`config.mk`:
```
export PLATFORM = sky130hd
export DESIGN_NAME = lfu_cell
export DESIGN_NICKNAME = d
export VERILOG_FILES = /design/src/rtl/core/lfu_pkg.sv /design/src/rtl/core/lfu_cell.sv
export SDC_FILE = /design/constraint.sdc
export NUM_CORES = 1
export LEC_CHECK = 0
export ABC_AREA = 1
export BUFFER_PORTS_ARGS = -buffer_cell sky130_fd_sc_hd__buf_2
export CORE_AREA = 3 3 155 157
export DETAILED_ROUTE_END_ITERATION = 7
export DIE_AREA = 0 0 158 160
export HOLD_SLACK_MARGIN = 0.02
export RECOVER_POWER = 25
export SETUP_SLACK_MARGIN = 0.1
export SLEW_MARGIN = 20
export SYNTH_ARGS = -nofsm -noshare
export SYNTH_HDL_FRONTEND = slang
export SYNTH_SLANG_ARGS = --single-unit
export TNS_END_PERCENT = 20
```
`constraint.sdc`:
```
create_clock -name aclk -period 8.6 [get_ports aclk]
set_input_delay 0.86 -clock aclk [delete_from_list [all_inputs] [get_ports aclk]]
set_output_delay 0.86 -clock aclk [all_outputs]
set_load 0.1 [all_outputs]
```
`src/rtl/core/lfu_pkg.sv`:
```
package lfu_pkg;

    localparam int ENTRIES = 16;
    localparam int KEY_W   = 32;
    localparam int VAL_W   = 32;
    localparam int CNT_W   = 32;
    localparam int CAP_W   = 5;
    localparam int LIVE_W  = $clog2(ENTRIES + 1);
    localparam int CMP_W   = (CAP_W > LIVE_W) ? CAP_W : LIVE_W;

    // Operation carried in tuser.
    localparam logic OP_GET = 1'b0;
    localparam logic OP_PUT = 1'b1;

    // Commands broadcast to every cell of the chain.
    localparam logic [1:0] MODE_NONE   = 2'd0;
    localparam logic [1:0] MODE_MATCH  = 2'd1;
    localparam logic [1:0] MODE_BUMP   = 2'd2;
    localparam logic [1:0] MODE_INSERT = 2'd3;

    typedef struct packed {
        logic             valid;
        logic [KEY_W-1:0] key;
        logic [VAL_W-1:0] value;
        logic [CNT_W-1:0] count;
    } cell_data_t;

    typedef struct packed {
        logic [1:0]       mode;
        logic             evict;
        logic [KEY_W-1:0] key;
        logic [VAL_W-1:0] value;
        logic [CNT_W-1:0] count;
    } cell_cmd_t;

endpackage

```
`src/rtl/core/lfu_cell.sv`:
```
module lfu_cell import lfu_pkg::*; (
    input  logic       aclk,
    input  logic       aresetn,
    input  logic       first,
    input  cell_cmd_t  cmd,
    input  cell_data_t left_in,
    input  logic       left_le,
    input  logic       left_past,
    input  cell_data_t right_in,
    input  logic       right_le,
    output cell_data_t data_q,
    output logic       le,
    output logic       past,
    output logic       match
);

    cell_data_t data_reg;
    cell_data_t data_next;
    logic       match_reg;
    logic       match_next;
    logic       mark;
    cell_data_t new_entry;

    always_comb begin
        // The cell being removed: the matched entry, or the head on an eviction.
        mark = cmd.evict ? first : match_reg;
        // On a bump only cells to the right of the removed one may move left.
        le   = data_reg.valid && (data_reg.count <= cmd.count)
               && ((cmd.mode == MODE_INSERT) || left_past);
        past = left_past | mark;

        new_entry.valid = 1'b1;
        new_entry.key   = cmd.key;
        new_entry.value = cmd.value;
        new_entry.count = cmd.count;

        data_next  = data_reg;
        match_next = match_reg;
        unique case (cmd.mode)
            MODE_MATCH: begin
                match_next = data_reg.valid && (data_reg.key == cmd.key);
            end
            MODE_BUMP: begin
                if (past) begin
                    if (right_le) begin
                        data_next = right_in;
                    end else if (mark || le) begin
                        data_next = new_entry;
                    end
                end
            end
            MODE_INSERT: begin
                if (!le) begin
                    if (first || left_le) begin
                        data_next = new_entry;
                    end else begin
                        data_next = left_in;
                    end
                end
            end
            default: begin
            end
        endcase
    end

    always_ff @(posedge aclk) begin
        if (!aresetn) begin
            data_reg.valid <= 1'b0;
            match_reg      <= 1'b0;
        end else begin
            data_reg.valid <= data_next.valid;
            match_reg      <= match_next;
        end
        data_reg.key   <= data_next.key;
        data_reg.value <= data_next.value;
        data_reg.count <= data_next.count;
    end

    assign data_q = data_reg;
    assign match  = match_reg;

endmodule

```
# Yosys cells after proc, flatten, opt, wreduce, memory -nomap -nowiden
# Cells that the tools add are included.
[totals]
register_bits = 98
input_bits = 299
elab_cells = 29
[classes]
n_mux = 7
order_cmp = 1
n_eq_ne = 7
n_reduce_logical = 8
n_bitwise = 1
[ops]
columns = ["cell", "n"]
rows = [
  ["$mux 97", 5],
  ["$pmux 97 s2", 1],
  ["$eq 32x32->1", 1],
  ["$le 32x32->1", 1],
  ["$eq 2x2->1 const B", 2],
  ["$ne 2x2->1 const B", 2],
  ["$reduce_and 4->1", 1],
  ["$logic_and 1x1->1", 3],
  ["$logic_or 1x1->1", 3],
  ["$ne 3x3->1 const B", 1],
  ["$eq 2x1->1 const B", 1],
  ["$reduce_bool 2->1", 1],
  ["$mux 1", 1],
  ["$or 1x1->1", 1],
]

# Logic depth before layout (Yosys ltp)
[logic_depth]
word_depth = 8
depth_mapped = 19
ltp_nobuf = 19

# Worst setup path after synthesis
# No wires, ideal clock.
[synth_path]
path_type = "reg-to-reg"
startpoint = "register data_reg, in the netlist data_q[7]"
endpoint = "register data_reg, in the netlist data_q[0], enable pin"
stages_incl_launch_ff = 12
t_required_ns = 8.124
setup_slack_ns = 3.672
arrival_time_ns = 4.452
cell_sequence = "edfxtp_1 -> ha_1 -> a21o_1 -> nor2_1 -> nand2_1 -> nand2_1 -> nand2_1 -> nand2_1 -> nand2_1 -> nand2_2 -> a21boi_1 -> nor2_2"
[synth_via]
elab_chain_cells = 6
word_cells_on_any_way = 7
classes_between = "order compare (1); eq/ne (2); reduce/logical (4)"
[synth_lines]
columns = ["item", "line", "text"]
rows = [
  ["start, declared", "lfu_cell.sv:17", "cell_data_t data_reg;"],
  ["$le 32x32->1 *", "lfu_cell.sv:28", "le = data_reg.valid && (data_reg.count <= cmd.count)"],
  ["$logic_and 1x1->1 *", "lfu_cell.sv:28", ""],
  ["$logic_and 1x1->1 *", "lfu_cell.sv:29", "&& ((cmd.mode == MODE_INSERT) || left_past);"],
  ["$logic_or 1x1->1", "lfu_cell.sv:47", "end else if (mark || le) begin"],
  ["$ne 3x3->1 (no source line)", "--", ""],
  ["$reduce_and 4->1 (no source line) *", "--", ""],
]
# Every way passes the cells marked *; elsewhere a longest branch is shown, timed or not.
# A chain may end at the register's enable or synchronous reset.

# Worst setup path after layout
[layout_path]
startpoint = "input port cmd[97] in the netlist's numbering"
endpoint = "register data_reg, in the netlist data_q[61], enable pin"
[layout_via]
elab_chain_cells = 6
word_cells_on_any_way = 10
classes_between = "eq/ne (5); reduce/logical (5)"
[layout_lines]
columns = ["item", "line", "text"]
rows = [
  ["start, declared", "lfu_cell.sv:5", "input cell_cmd_t cmd,"],
  ["$eq 2x2->1", "lfu_cell.sv:29, lfu_cell.sv:39", ""],
  ["$logic_or 1x1->1", "lfu_cell.sv:29", ""],
  ["$logic_and 1x1->1", "lfu_cell.sv:29", ""],
  ["$logic_or 1x1->1", "lfu_cell.sv:47", ""],
  ["$ne 3x3->1 (no source line)", "--", ""],
  ["$reduce_and 4->1 (no source line) *", "--", ""],
]
# Marked as above.

==> impl_metrics.py <==
metrics = {
    "outcome": {
        "status": "finished, final reports clean",
    },
    "sta": {
        "clock.fmax_mhz": 229,
        "hold_violations": 0,
        "finalSetupViolations": 0,
        "worstMarginPinSlew_ns": 1.26,
        "fin_skew_ns": 0.00887,
        "post-route-min-period_ns": 4.36,
        "period_share_pct": 50.7,
        "finalSetupTns_ns": 0,
        "rsz0062_at_grt": "no",
        "setup_ws_ns": 4.24,
        "slew_violations": 0,
        "timing.slew.headroom_pct": 16.5,
    },
    "power": {
        "p_per_area_mw_per_mm2": 181,
        "p_total_mw": 1.68,
        "p_leak_nw": 4.08,
        "irDropWorstVdd_mv": 0.0800,
    },
    "cts": {
        "cts_tree": "yes",
        "holdBufCountCts": 0,
        "path_clk_slew_ns": 0.07,
        "cts_sinks": 98,
        "post_cts_resized": 0,
        "numCtsBuffers": 9,
        "clk_latency_ns": 0.34,
        "postCtsSetupBuffers": 0,
        "cts_max_level": 3,
        "cts_buffer_depth": 2,
        "cts_root_buffer": "clkbuf_16",
    },
    "synth": {
        "syn-num-nets": 1219,
        "synth_edf_count": 96,
        "ys_seq_area_share_pct": 42.4,
        "synthSimpleGateAreaFrac_pct": 17.1,
        "synth-xor-area-share_pct": 2.03,
        "synth_top_area_share_pct": 41.8,
        "synth_top_cells_by_count": "nor2_1 (209), o21ai_0 (177), o22ai_1 (100)",
        "ys_types": 36,
        "synth_area_per_cell_um2": 7.77,
        "yosys.area.top_type": "edfxtp_1",
        "yosys_warnings": 0,
        "async_flop_share_pct": 0,
        "synth.area.mux_share_pct": 0.163,
        "synth_top_family_by_area": "compound AO/OA/AOI/OAI gates",
        "synthAdderAreaFrac_pct": 5.81,
        "ys_ff_latch": 98,
        "syn-cell-area_mm2": 0.00690,
        "syn_inst": 888,
        "synthTopCellsByArea": "edfxtp_1 (42%), o21ai_0 (13%), nor2_1 (11%)",
        "synthFlopType": "edfxtp_1",
        "synth_compound_area_share_pct": 25.6,
        "synth_most_common_cell": "nor2_1",
    },
    "setup_path": {
        "crit_family": "buffers and inverters",
        "cp-end-kind": "register",
        "critical_path.slowest_cell": "buf_4",
        "crit_fanout": 99,
        "cp-start-kind": "input port",
        "cp.arrival_ns": 4.33,
        "crit_buf_inv": 5,
        "critPathMaxStageDelay_ns": 0.76,
        "path_class": "input port to register",
        "path_cells": "buf_2 -> nand2_2 -> buf_4 -> inv_4 -> nor2_1 -> nor2_1 -> nand3_2 -> nand2_2 -> nor2_4 -> buf_4 -> buf_4",
        "cp.required_ns": 8.57,
        "cpMostUsedCell": "buf_4",
    },
    "placed_design": {
        "hpwlAfterDp_um": 19700,
        "place_ws_ns": 3.85,
        "port_buffers": 398,
        "gp_congestion": 0.841,
    },
    "die": {
        "core_area_mm2": 0.0226,
        "ios": 399,
        "die_area_mm2": 0.0253,
        "initial_core_util_pct": 30.5,
        "placementRows": 55,
        "fp.dieH_um": 160,
        "dieWidth_um": 158,
    },
    "routing": {
        "drt_iter0_markers": 695,
        "drc": 0,
        "dr.pass1.iters": 6,
        "vias_per_cell": 5.11,
        "drt-total-wl_um": 27300,
        "num_vias": 7850,
        "ant_nets": 0,
        "wl_per_cell_um": 17.8,
    },
    "worst_hold_path": {
        "hold_class": "register to register",
    },
    "final_layout": {
        "layout.nets": 1574,
        "drive_above_1_share_pct": 29.0,
        "areaGrowthSynthToFinish_pct": 34.3,
        "largest_reg_flops": 97,
    },
    "global_routing": {
        "busiest_layer": "met2",
        "grt_max_degree": 100,
        "grt_pass1_vias": 7518,
        "met1_usage_pct": 26.6,
        "grt_first_pass_wirelength_um": 41100,
        "gr-usage-met3_pct": 3.50,
        "track_usage_pct": 20.4,
        "grt_overflow": 0,
        "use_met2_pct": 33.7,
        "antenna_found_initial": 4,
    },
    "flow_run": {
        "maxCapViolCount": 0,
    },
}
-- cell usage in the layout, fill, tap and decap left out, types with 22 or more instances in the layout --
| cell type | instances |
|---|---|
| buf_2 | 324 |
| clkbuf_1 | 74 |
| edfxtp_1 | 96 |
| ha_1 | 32 |
| inv_1 | 59 |
| nand2_1 | 53 |
| nor2_1 | 209 |
| o21ai_0 | 177 |
| o21ai_1 | 22 |
| o22ai_1 | 100 |
-- final timing paths --
| kind | start | end | slack (ns) | cells past startpoint |
|---|---|---|---|---|
| setup / recovery | cmd[97] | data_q[61]$_DFFE_PP_ | 4.24 | 11 |
| setup reg to reg | data_q[7]$_DFFE_PP_ | data_q[61]$_DFFE_PP_ | 5.34 | 15 |
| hold reg to reg | data_q[96]$_SDFFE_PN0P_ | data_q[96]$_SDFFE_PN0P_ | 0.52 | 2 |
| hold / removal | data_q[96]$_SDFFE_PN0P_ | data_q[96]$_SDFFE_PN0P_ | 0.52 | 2 |
-- layer usage --
layer	wire [µm]	vias to the layer above	part of all wire, %
met5	14	-	0.051
met4	776	2	2.8
met3	1990	55	7.3
met2	13300	368	49
met1	11200	3571	41
li1	-	3854	-
-- where the power goes --
part | internal [mW] | leakage (nW) | switching (mW)
registers | 0.590 | 0.945 | 0.0250
logic | 0.147 | 3.00 | 0.535
clock network | 0.197 | 0.131 | 0.185
-- final cells by class --
type | count | area (µm²)
well taps | 285 | 357
flip-flops and latches | 98 | 2920
multi-input cells | 665 | 3500
clock buffers | 10 | 229
clock inverters | 6 | 42.5
fillers | 2355 | 13400
repair buffers | 405 | 1960
inverters | 64 | 244
diodes | 3 | 7.51
-- through the flow --
step	std cells	hold slack, ns	util [%]	instance area [µm²]
CTS	1533	0.518	41.3	9340
detailed placement	1517	0.509	40.1	9070
global route	1536	0.550	40.9	9260
global placement	1517	0.495	40.1	9070
floorplan	888	0.910	-	6900
finish	1536	0.516	40.9	9260
-- cell families (layout without fill, tap and decap cells) --
logic type      count (synthesis)  after routing
compound gates                322            322
flops                          98             98
mux                             1              1
xor+xnor                       16             16
other cells                     0              3
buf+inv                       125            485
simple gates                  294            294
fa+ha+maj                      32             32
-- worst register-to-register path: cells and delay by family, from the launching register on --
kind	cells	cell delay [ns]
flops	1	0.42
fa+ha+maj	1	0.31
simple gates	12	0.93
buf+inv	2	1.17
Power figures use the tool's default switching activity.
